===== config.mk =====
export PLATFORM = sky130hd
export DESIGN_NAME = acpu_ctrl
export DESIGN_NICKNAME = d
export VERILOG_FILES = /design/src/rtl/acpu_pkg.sv /design/src/rtl/acpu_ctrl.sv
export SDC_FILE = /design/constraint.sdc
export NUM_CORES = 1
export LEC_CHECK = 0
export BUFFER_PORTS_ARGS = -buffer_cell sky130_fd_sc_hd__buf_2
export CAP_MARGIN = 10
export CORE_ASPECT_RATIO = 0.75
export CORE_MARGIN = 1
export CORE_UTILIZATION = 40
export DETAILED_ROUTE_END_ITERATION = 8
export PLACE_DENSITY = 0.69
export SETUP_SLACK_MARGIN = 0.02
export SLEW_MARGIN = 30
export SYNTH_ARGS = -nofsm -noshare
export SYNTH_HDL_FRONTEND = slang
export SYNTH_SLANG_ARGS = --single-unit

===== constraint.sdc =====
create_clock -name clk -period 5.3 [get_ports clk]
set_clock_uncertainty 0.1 [all_clocks]
set_input_delay 1.325 -clock clk [delete_from_list [all_inputs] [get_ports clk]]
set_output_delay 1.325 -clock clk [all_outputs]
set_load 0.05 [all_outputs]

===== src/rtl/acpu_pkg.sv =====
// ----------------------------------------------------------------------------
// acpu_pkg
// Shared types, constants and codes of the accumulator CPU.
// ----------------------------------------------------------------------------
package acpu_pkg;

	localparam int DATA_W    = 32;
	localparam int ADDR_W    = 11;
	localparam int MEM_WORDS = 2048;
	localparam int MEM_AW    = $clog2(MEM_WORDS);
	localparam int UC_W      = 16;
	localparam int RAND_W    = 7;

	localparam logic [ADDR_W-1:0] SYS_BASE    = ADDR_W'(1000);
	localparam logic [ADDR_W-1:0] TIMER_VEC   = ADDR_W'(1000);
	localparam logic [ADDR_W-1:0] SYSCALL_VEC = ADDR_W'(1500);
	localparam logic [ADDR_W-1:0] SAVE_TOP    = ADDR_W'(1999);
	localparam logic [ADDR_W-1:0] SAVE_NEXT   = ADDR_W'(1998);
	localparam logic [UC_W-1:0]   TINT_RESET  = UC_W'(100);

	// Opcodes
	localparam logic [DATA_W-1:0] OP_LDV   = 32'd1;
	localparam logic [DATA_W-1:0] OP_LDA   = 32'd2;
	localparam logic [DATA_W-1:0] OP_LDI   = 32'd3;
	localparam logic [DATA_W-1:0] OP_LDX   = 32'd4;
	localparam logic [DATA_W-1:0] OP_LDY   = 32'd5;
	localparam logic [DATA_W-1:0] OP_LDSPX = 32'd6;
	localparam logic [DATA_W-1:0] OP_ST    = 32'd7;
	localparam logic [DATA_W-1:0] OP_RAND  = 32'd8;
	localparam logic [DATA_W-1:0] OP_PUT   = 32'd9;
	localparam logic [DATA_W-1:0] OP_ADDX  = 32'd10;
	localparam logic [DATA_W-1:0] OP_ADDY  = 32'd11;
	localparam logic [DATA_W-1:0] OP_SUBX  = 32'd12;
	localparam logic [DATA_W-1:0] OP_SUBY  = 32'd13;
	localparam logic [DATA_W-1:0] OP_CPTX  = 32'd14;
	localparam logic [DATA_W-1:0] OP_CPFX  = 32'd15;
	localparam logic [DATA_W-1:0] OP_CPTY  = 32'd16;
	localparam logic [DATA_W-1:0] OP_CPFY  = 32'd17;
	localparam logic [DATA_W-1:0] OP_CPTSP = 32'd18;
	localparam logic [DATA_W-1:0] OP_CPFSP = 32'd19;
	localparam logic [DATA_W-1:0] OP_JMP   = 32'd20;
	localparam logic [DATA_W-1:0] OP_JEQ   = 32'd21;
	localparam logic [DATA_W-1:0] OP_JNE   = 32'd22;
	localparam logic [DATA_W-1:0] OP_CALL  = 32'd23;
	localparam logic [DATA_W-1:0] OP_RET   = 32'd24;
	localparam logic [DATA_W-1:0] OP_INCX  = 32'd25;
	localparam logic [DATA_W-1:0] OP_DECX  = 32'd26;
	localparam logic [DATA_W-1:0] OP_PUSH  = 32'd27;
	localparam logic [DATA_W-1:0] OP_POP   = 32'd28;
	localparam logic [DATA_W-1:0] OP_INT   = 32'd29;
	localparam logic [DATA_W-1:0] OP_IRET  = 32'd30;
	localparam logic [DATA_W-1:0] OP_END   = 32'd50;

	// Output kinds and stop codes
	localparam logic [1:0] KIND_NONE = 2'd0;
	localparam logic [1:0] KIND_INT  = 2'd1;
	localparam logic [1:0] KIND_CHAR = 2'd2;
	localparam logic [1:0] STOP_RUN  = 2'd0;
	localparam logic [1:0] STOP_END  = 2'd1;
	localparam logic [1:0] STOP_VIOL = 2'd2;

	// Read address sources
	localparam logic [2:0] RA_PC  = 3'd0;
	localparam logic [2:0] RA_MD  = 3'd1;
	localparam logic [2:0] RA_MDX = 3'd2;
	localparam logic [2:0] RA_MDY = 3'd3;
	localparam logic [2:0] RA_SPX = 3'd4;
	localparam logic [2:0] RA_SP  = 3'd5;

	// Write address sources
	localparam logic [2:0] WA_LOAD  = 3'd0;
	localparam logic [2:0] WA_MD    = 3'd1;
	localparam logic [2:0] WA_SPM   = 3'd2;
	localparam logic [2:0] WA_SAVE  = 3'd3;
	localparam logic [2:0] WA_SAVE1 = 3'd4;

	// Write data sources
	localparam logic [1:0] WD_LOAD = 2'd0;
	localparam logic [1:0] WD_AC   = 2'd1;
	localparam logic [1:0] WD_PC   = 2'd2;
	localparam logic [1:0] WD_SP   = 2'd3;

	// Register operations
	localparam logic [3:0] RO_NONE  = 4'd0;
	localparam logic [3:0] RO_ACMD  = 4'd1;
	localparam logic [3:0] RO_RAND  = 4'd2;
	localparam logic [3:0] RO_ADDX  = 4'd3;
	localparam logic [3:0] RO_ADDY  = 4'd4;
	localparam logic [3:0] RO_SUBX  = 4'd5;
	localparam logic [3:0] RO_SUBY  = 4'd6;
	localparam logic [3:0] RO_XAC   = 4'd7;
	localparam logic [3:0] RO_ACX   = 4'd8;
	localparam logic [3:0] RO_YAC   = 4'd9;
	localparam logic [3:0] RO_ACY   = 4'd10;
	localparam logic [3:0] RO_SPAC  = 4'd11;
	localparam logic [3:0] RO_ACSP  = 4'd12;
	localparam logic [3:0] RO_INCX  = 4'd13;
	localparam logic [3:0] RO_DECX  = 4'd14;

	typedef struct packed {
		logic       latch_in;
		logic       rd;
		logic [2:0] rsel;
		logic       wr;
		logic [2:0] wasel;
		logic [1:0] wdsel;
		logic       pc_inc;
		logic       pc_ld_md;
		logic       sp_inc;
		logic       sp_dec;
		logic       sp_ld_md;
		logic [3:0] rop;
		logic       kern_clr;
		logic       int_enter;
		logic       vec_sys;
		logic       set_kind;
		logic       set_halt;
		logic       count;
		logic       out_ld;
	} acpu_cmd_t;

	typedef struct packed {
		logic [DATA_W-1:0] md;
		logic              viol;
		logic              ac_zero;
		logic              timer_due;
		logic              halted;
		logic              out_busy;
	} acpu_stat_t;

	// Folds a wrapped 11-bit address into the memory depth.
	function automatic logic [MEM_AW-1:0] slot(input logic [ADDR_W-1:0] a);
		logic [ADDR_W:0] t;
		t = {1'b0, a};
		if (t >= (ADDR_W+1)'(MEM_WORDS))
			t = t - (ADDR_W+1)'(MEM_WORDS);
		return t[MEM_AW-1:0];
	endfunction

endpackage


===== src/rtl/acpu_ctrl.sv =====
// ----------------------------------------------------------------------------
// acpu_ctrl
// Instruction sequencer: steps each item through fetch, operand and memory accesses.
// ----------------------------------------------------------------------------
module acpu_ctrl (
	input  logic                 clk,
	input  logic                 arst_n,
	input  logic                 s_tvalid,
	output logic                 s_tready,
	input  logic                 in_op,
	input  acpu_pkg::acpu_stat_t st,
	output acpu_pkg::acpu_cmd_t  cmd
);
	import acpu_pkg::*;

	localparam logic [3:0] S_IDLE = 4'd0;
	localparam logic [3:0] S_DEC  = 4'd1;
	localparam logic [3:0] S_OP1  = 4'd2;
	localparam logic [3:0] S_IND  = 4'd3;
	localparam logic [3:0] S_LDAC = 4'd4;
	localparam logic [3:0] S_JMP  = 4'd5;
	localparam logic [3:0] S_RTI1 = 4'd6;
	localparam logic [3:0] S_RTI2 = 4'd7;
	localparam logic [3:0] S_INT1 = 4'd8;
	localparam logic [3:0] S_INT2 = 4'd9;
	localparam logic [3:0] S_FIN  = 4'd10;
	localparam logic [3:0] S_RESP = 4'd11;

	logic [3:0]        state_q, nxt;
	logic [DATA_W-1:0] ir_q;
	logic              sys_q, sys_d;

	always_comb begin
		cmd      = '0;
		nxt      = state_q;
		sys_d    = sys_q;
		s_tready = 1'b0;
		case (state_q)
			S_IDLE: begin
				s_tready = 1'b1;
				if (s_tvalid) begin
					cmd.latch_in = 1'b1;
					if (!in_op) begin
						cmd.wr    = 1'b1;
						cmd.wasel = WA_LOAD;
						cmd.wdsel = WD_LOAD;
						nxt       = S_RESP;
					end else if (st.halted) begin
						nxt = S_RESP;
					end else if (st.timer_due) begin
						sys_d = 1'b0;
						nxt   = S_INT1;
					end else begin
						cmd.rd     = 1'b1;
						cmd.rsel   = RA_PC;
						cmd.pc_inc = 1'b1;
						nxt        = st.viol ? S_FIN : S_DEC;
					end
				end
			end
			S_DEC: begin
				nxt = S_FIN;
				case (st.md)
					OP_LDV, OP_LDA, OP_LDI, OP_LDX, OP_LDY, OP_ST, OP_PUT,
					OP_JMP, OP_CALL: begin
						cmd.rd     = 1'b1;
						cmd.rsel   = RA_PC;
						cmd.pc_inc = 1'b1;
						nxt        = st.viol ? S_FIN : S_OP1;
					end
					OP_JEQ, OP_JNE: begin
						cmd.pc_inc = 1'b1;
						if (st.ac_zero == (st.md == OP_JEQ)) begin
							cmd.rd   = 1'b1;
							cmd.rsel = RA_PC;
							nxt      = st.viol ? S_FIN : S_OP1;
						end
					end
					OP_LDSPX: begin
						cmd.rd   = 1'b1;
						cmd.rsel = RA_SPX;
						nxt      = st.viol ? S_FIN : S_LDAC;
					end
					OP_RAND:  cmd.rop = RO_RAND;
					OP_ADDX:  cmd.rop = RO_ADDX;
					OP_ADDY:  cmd.rop = RO_ADDY;
					OP_SUBX:  cmd.rop = RO_SUBX;
					OP_SUBY:  cmd.rop = RO_SUBY;
					OP_CPTX:  cmd.rop = RO_XAC;
					OP_CPFX:  cmd.rop = RO_ACX;
					OP_CPTY:  cmd.rop = RO_YAC;
					OP_CPFY:  cmd.rop = RO_ACY;
					OP_CPTSP: cmd.rop = RO_SPAC;
					OP_CPFSP: cmd.rop = RO_ACSP;
					OP_INCX:  cmd.rop = RO_INCX;
					OP_DECX:  cmd.rop = RO_DECX;
					OP_RET, OP_POP, OP_IRET: begin
						cmd.rd     = 1'b1;
						cmd.rsel   = RA_SP;
						cmd.sp_inc = 1'b1;
						if (st.viol)
							nxt = S_FIN;
						else if (st.md == OP_RET)
							nxt = S_JMP;
						else if (st.md == OP_POP)
							nxt = S_LDAC;
						else
							nxt = S_RTI1;
					end
					OP_PUSH: begin
						cmd.wr     = 1'b1;
						cmd.wasel  = WA_SPM;
						cmd.wdsel  = WD_AC;
						cmd.sp_dec = 1'b1;
					end
					OP_INT: begin
						sys_d = 1'b1;
						nxt   = S_INT1;
					end
					OP_END:  cmd.set_halt = 1'b1;
					default: ;
				endcase
			end
			S_OP1: begin
				nxt = S_FIN;
				case (ir_q)
					OP_LDV: cmd.rop = RO_ACMD;
					OP_LDA, OP_LDI, OP_LDX, OP_LDY: begin
						cmd.rd = 1'b1;
						if (ir_q == OP_LDX)
							cmd.rsel = RA_MDX;
						else if (ir_q == OP_LDY)
							cmd.rsel = RA_MDY;
						else
							cmd.rsel = RA_MD;
						if (st.viol)
							nxt = S_FIN;
						else
							nxt = (ir_q == OP_LDI) ? S_IND : S_LDAC;
					end
					OP_ST: begin
						cmd.wr    = 1'b1;
						cmd.wasel = WA_MD;
						cmd.wdsel = WD_AC;
					end
					OP_PUT: cmd.set_kind = 1'b1;
					OP_CALL: begin
						cmd.wr       = 1'b1;
						cmd.wasel    = WA_SPM;
						cmd.wdsel    = WD_PC;
						cmd.sp_dec   = 1'b1;
						cmd.pc_ld_md = 1'b1;
					end
					default: cmd.pc_ld_md = 1'b1;
				endcase
			end
			S_IND: begin
				cmd.rd   = 1'b1;
				cmd.rsel = RA_MD;
				nxt      = st.viol ? S_FIN : S_LDAC;
			end
			S_LDAC: begin
				cmd.rop = RO_ACMD;
				nxt     = S_FIN;
			end
			S_JMP: begin
				cmd.pc_ld_md = 1'b1;
				nxt          = S_FIN;
			end
			S_RTI1: begin
				cmd.pc_ld_md = 1'b1;
				cmd.rd       = 1'b1;
				cmd.rsel     = RA_SP;
				cmd.sp_inc   = 1'b1;
				nxt          = st.viol ? S_FIN : S_RTI2;
			end
			S_RTI2: begin
				cmd.sp_ld_md = 1'b1;
				cmd.kern_clr = 1'b1;
				nxt          = S_FIN;
			end
			S_INT1: begin
				cmd.wr    = 1'b1;
				cmd.wasel = WA_SAVE;
				cmd.wdsel = WD_SP;
				nxt       = S_INT2;
			end
			S_INT2: begin
				cmd.wr        = 1'b1;
				cmd.wasel     = WA_SAVE1;
				cmd.wdsel     = WD_PC;
				cmd.int_enter = 1'b1;
				cmd.vec_sys   = sys_q;
				nxt           = sys_q ? S_FIN : S_RESP;
			end
			S_FIN: begin
				cmd.count = 1'b1;
				nxt       = S_RESP;
			end
			S_RESP: begin
				if (!st.out_busy) begin
					cmd.out_ld = 1'b1;
					nxt        = S_IDLE;
				end
			end
			default: nxt = S_IDLE;
		endcase
	end

	always_ff @(posedge clk or negedge arst_n) begin
		if (!arst_n) begin
			state_q <= S_IDLE;
			sys_q   <= 1'b0;
		end else begin
			state_q <= nxt;
			sys_q   <= sys_d;
		end
	end

	always_ff @(posedge clk) begin
		if (state_q == S_DEC)
			ir_q <= st.md;
	end

endmodule


# Yosys cells after proc, flatten, opt, wreduce, memory -nomap -nowiden
# Index checks and enable logic that the tools add are counted.
[op_classes]
add_sub_neg = 0
n_mul = 0
div_mod_pow = 0
order_cmp = 0
n_eq_ne = 57
n_shift = 0
muxes = 65
bitwise = 0
reduce_logical = 12
[op_table]
columns = ["operator", "n"]
rows = [
  ["32-bit by 5-bit == test with 1-bit output (second input constant)", 16],
  ["32-bit by 4-bit == test with 1-bit output (second input constant)", 9],
  ["32-bit by 3-bit == test with 1-bit output (second input constant)", 7],
  ["32-bit by 2-bit == test with 1-bit output (second input constant)", 4],
  ["4-bit 2-to-1 mux", 19],
  ["32-bit by 1-bit == test with 1-bit output (second input constant)", 2],
  ["4-bit case mux with 13 select lines", 1],
  ["4-bit case mux with 10 select lines", 1],
  ["4-bit case mux with 5 select lines", 2],
  ["32-bit by 6-bit == test with 1-bit output (second input constant)", 1],
  ["6-bit case mux with 5 select lines", 1],
  ["1-bit 2-to-1 mux", 25],
  ["4-bit by 3-bit == test with 1-bit output (second input constant)", 4],
  ["4-bit == test (second input constant)", 4],
  ["4-bit case mux with 4 select lines", 1],
  ["12-bit 2-to-1 mux", 1],
  ["6-bit 2-to-1 mux", 2],
  ["4-bit case mux with 3 select lines", 1],
  ["6-bit case mux with 2 select lines", 1],
  ["11-bit OR reduction", 1],
  ["2-bit inequality test (second input constant)", 5],
  ["1-bit case mux with 2 select lines", 5],
  ["9-bit OR reduction", 1],
  ["4-bit by 2-bit == test with 1-bit output (second input constant)", 2],
  ["other kinds (13)", 18],
]
[totals]
register_bits = 37
latchBits = 0
mem_bits_rw = 0
romBits = 0
in_bits = 41
out_inout_bits = 28
elab_cells = 137
mem_count = 0

# Longest topological paths before layout
[logic_depth]
depth_word = 6
mapped_depth = 8
depth_no_buf = 6

# Least setup slack after synthesis
# OpenSTA, ideal clock, no wires.
[synth_path]
path_type = "input-to-output"
from = "input port st[32] in the netlist's numbering"
to = "output port cmd[7] in the netlist's numbering"
arrival_ns = 3.682
required_time_ns = 3.875
setup_slack_ns = 0.193
path_stages = 6
n_path_buf = 0
cell_sequence = "nor4_1 and4_1 nand3_1 nor4_2 o211ai_1 o21ai_0"
[synth_rtl]
columns = ["element", "line_no", "source"]
rows = [
  ["from (decl)", "acpu_ctrl.sv:11", "input acpu_pkg::acpu_stat_t st,"],
  ["to (decl)", "acpu_ctrl.sv:12", "output acpu_pkg::acpu_cmd_t cmd"],
]

==> impl_metrics.json <==
{
  "status": "finished clean",
  "ys_seq_elements": 37,
  "drc": 0,
  "cp_num_buf_inv": 2,
  "synth_top_flop_cell": "edfxtp_1",
  "slowest_stage": "nor4b_1",
  "rows": 24,
  "timing.fmax_mhz": 210,
  "insertion_delay_ps": 290,
  "setup.worst_path.start_class": "input port",
  "finalSetupViolations": 0,
  "slew_headroom_pct": 50.8,
  "routedWlPerCell_um": 16.5,
  "cp-end-kind": "output port",
  "synthTopCellsByArea": "edfxtp_1 38%, a21oi_1 6.0%, nor4_1 5.2%",
  "coreArea_mm2": 0.00595,
  "pin_count": 69,
  "r2r_slack_ps": 2770,
  "clk_pin_slew_ps": 70,
  "synth_edf_count": 32,
  "cts_setup_buffers": 0,
  "p_leak_nw": 1.13,
  "crit_path_cell_trace": "buf_2 > nor4b_1 > and2_1 > o21ai_0 > nor2_1 > o21ai_0 > nand3_1 > buf_2",
  "vias_per_cell": 6.02,
  "syn2layout_area_growth_pct": 19.3,
  "cts_root_buf": "clkbuf_8",
  "stdcell_area_mm2": 0.00300,
  "gr-usage-met3_pct": 4.41,
  "ant_nets": 0,
  "finalCritPeriodShare_pct": 89.9,
  "drive_gt1_share_pct": 25.7,
  "ys_types": 53,
  "cp_top_family": "simple AND/OR/NAND/NOR gates",
  "pre_cts_ws_ps": 603,
  "diodes": 0,
  "die_area_mm2": 0.00662,
  "maxCapViolCount": 0,
  "r2r-start": "state_q[1]",
  "die_x_um": 93.6,
  "crit_path_max_incr_delay_ps": 630,
  "rr_worst_depth": 6,
  "hold_buffers": 0,
  "hp-start": "sys_q",
  "path_class": "input port to output port",
  "post_cts_resized": 0,
  "min_period_ps": 4770,
  "via_count": 2599,
  "grt_overflow": 0,
  "die_y_um": 70.7,
  "port_buffers": 68,
  "yosysMostFrequentCell": "edfxtp_1",
  "syn_area_mm2": 0.00252,
  "gp_congestion": 0.914,
  "drt_iter0_drc": 310,
  "cts_tree": "done",
  "hold_depth": 1,
  "p_per_area_mw_per_mm2": 410,
  "vdd_drop_max_mv": 0.125,
  "dr.pass1.iters": 5,
  "crit_path_max_fanout": 8,
  "worstMarginPinSlew_ps": 731,
  "final_core_util_pct": 50.5,
  "grt_pass1_wl_um": 11200,
  "yosys.area.top_type_share_pct": 38.2,
  "synth_area_leader_cell": "edfxtp_1",
  "met1_usage_pct": 34.0,
  "grtUsageMet2_pct": 31.6,
  "syn-mean-instance-area_um2": 8.68,
  "clkSinkCount": 37,
  "syn_inst": 290,
  "synthesis.nets": 331,
  "hold_class": "flip-flop to flip-flop",
  "postPlaceCellArea_mm2": 0.00292,
  "antenna_found_initial": 0,
  "ys_top_cells_by_count": "32 x edfxtp_1, 30 x a21oi_1, 27 x nor2_1",
  "hold_path_end": "sys_q",
  "dp_cells": 424,
  "worstReg2RegEnd": "state_q[3]",
  "clockBufferDepth": 2,
  "arrival_ps": 3340,
  "stdcell_count": 432,
  "fin_hold_ws_ps": 441,
  "rsz0062_at_grt": "false",
  "slew_violations": 0,
  "busiest_layer": "met1",
  "ys_warn_count": 0,
  "p_total_mw": 1.23,
  "grt_max_degree": 24,
  "start_util_pct": 42.3,
  "hold_violations": 0,
  "numCtsBuffers": 5,
  "wirelength_um": 7150,
  "yosysSeqAreaShare_pct": 43.1,
  "synthArstFlopShare_pct": 13.5,
  "hpwl_um": 5440,
  "track_usage_pct": 22.1,
  "cts_max_level": 2,
  "nets": 394,
  "setup_slack_ps": 535,
  "required_ps": 3880,
  "grt_pass1_vias": 2278,
  "finalSetupTns_ps": 0
}
worst register-to-register path, cell delays in order (launching register included):
cell	delay, ps
dfrtp_1	590
clkinv_1	270
nand2_1	220
nor3_4	580
nand3_1	120
or3b_1	410
a31oi_1	170
kinds of logic (layout without fill, tap and decap cells):
family	Yosys count	after routing	synth area share, %
mux	2	2	0.895
simple gates	147	147	32.3
buf+inv	24	88	4.62
flops	37	37	43.1
compound gates	80	80	19.1
cell usage in the layout, fill, tap and decap left out, drive strengths merged, types with 3 or more instances in the layout:
master   n
buf     74
edfxtp  32
a21oi   30
nor2    27
o21ai   23
nor4    22
nand2   21
nor3    13
nand2b  12
nor2b   11
nand3   10
or3      7
inv      5
clkbuf   5
dfrtp    5
and2     5
a31oi    4
o31ai    4
or4      3
nor4b    3
nand4    3
a211oi   3
clkinv   3
worst max path at each step:
stage | startpoint | endpoint | slack [ps] | cells past startpoint
floorplan | st[32] | cmd[7] | 190 | 6
global route | st[25] | cmd[7] | 300 | 9
global placement | st[32] | cmd[21] | 630 | 8
detailed placement | st[10] | cmd[25] | 600 | 8
finish | st[10] | cmd[25] | 530 | 8
CTS | st[25] | cmd[7] | 590 | 9
layout make-up:
class                           count  area (um^2)
Clock buffer                        5         68.8
Clock inverter                      3         17.5
Fill cell                         581         2940
Inverter                            6         22.5
Multi-Input combinational cell    229         1330
Sequential cell                    37         1090
Tap cell                           78         97.6
Timing Repair Buffer               74          385
state kept, by name, summed over array words and instances, names as in the netlist:
| signal | cells |
|---|---|
| ir_q | 32 |
| state_q | 4 |
| sys_q | 1 |
layer usage:
metal  up-vias  part of all wire, %
met5         -                    0
met1      1214                   48
met4         0                 0.50
met3         4                  8.9
met2       139                   42
li1       1242                    -
where the power goes:
part / total [mW] / switching [mW] / internal (mW)
Clock: 0.195 / 0.104 / 0.0908
Combinational: 0.601 / 0.428 / 0.173
Sequential: 0.437 / 0.0492 / 0.387
Total: 1.23 / 0.581 / 0.652
Note: power is estimated with default switching activity, not from simulation.
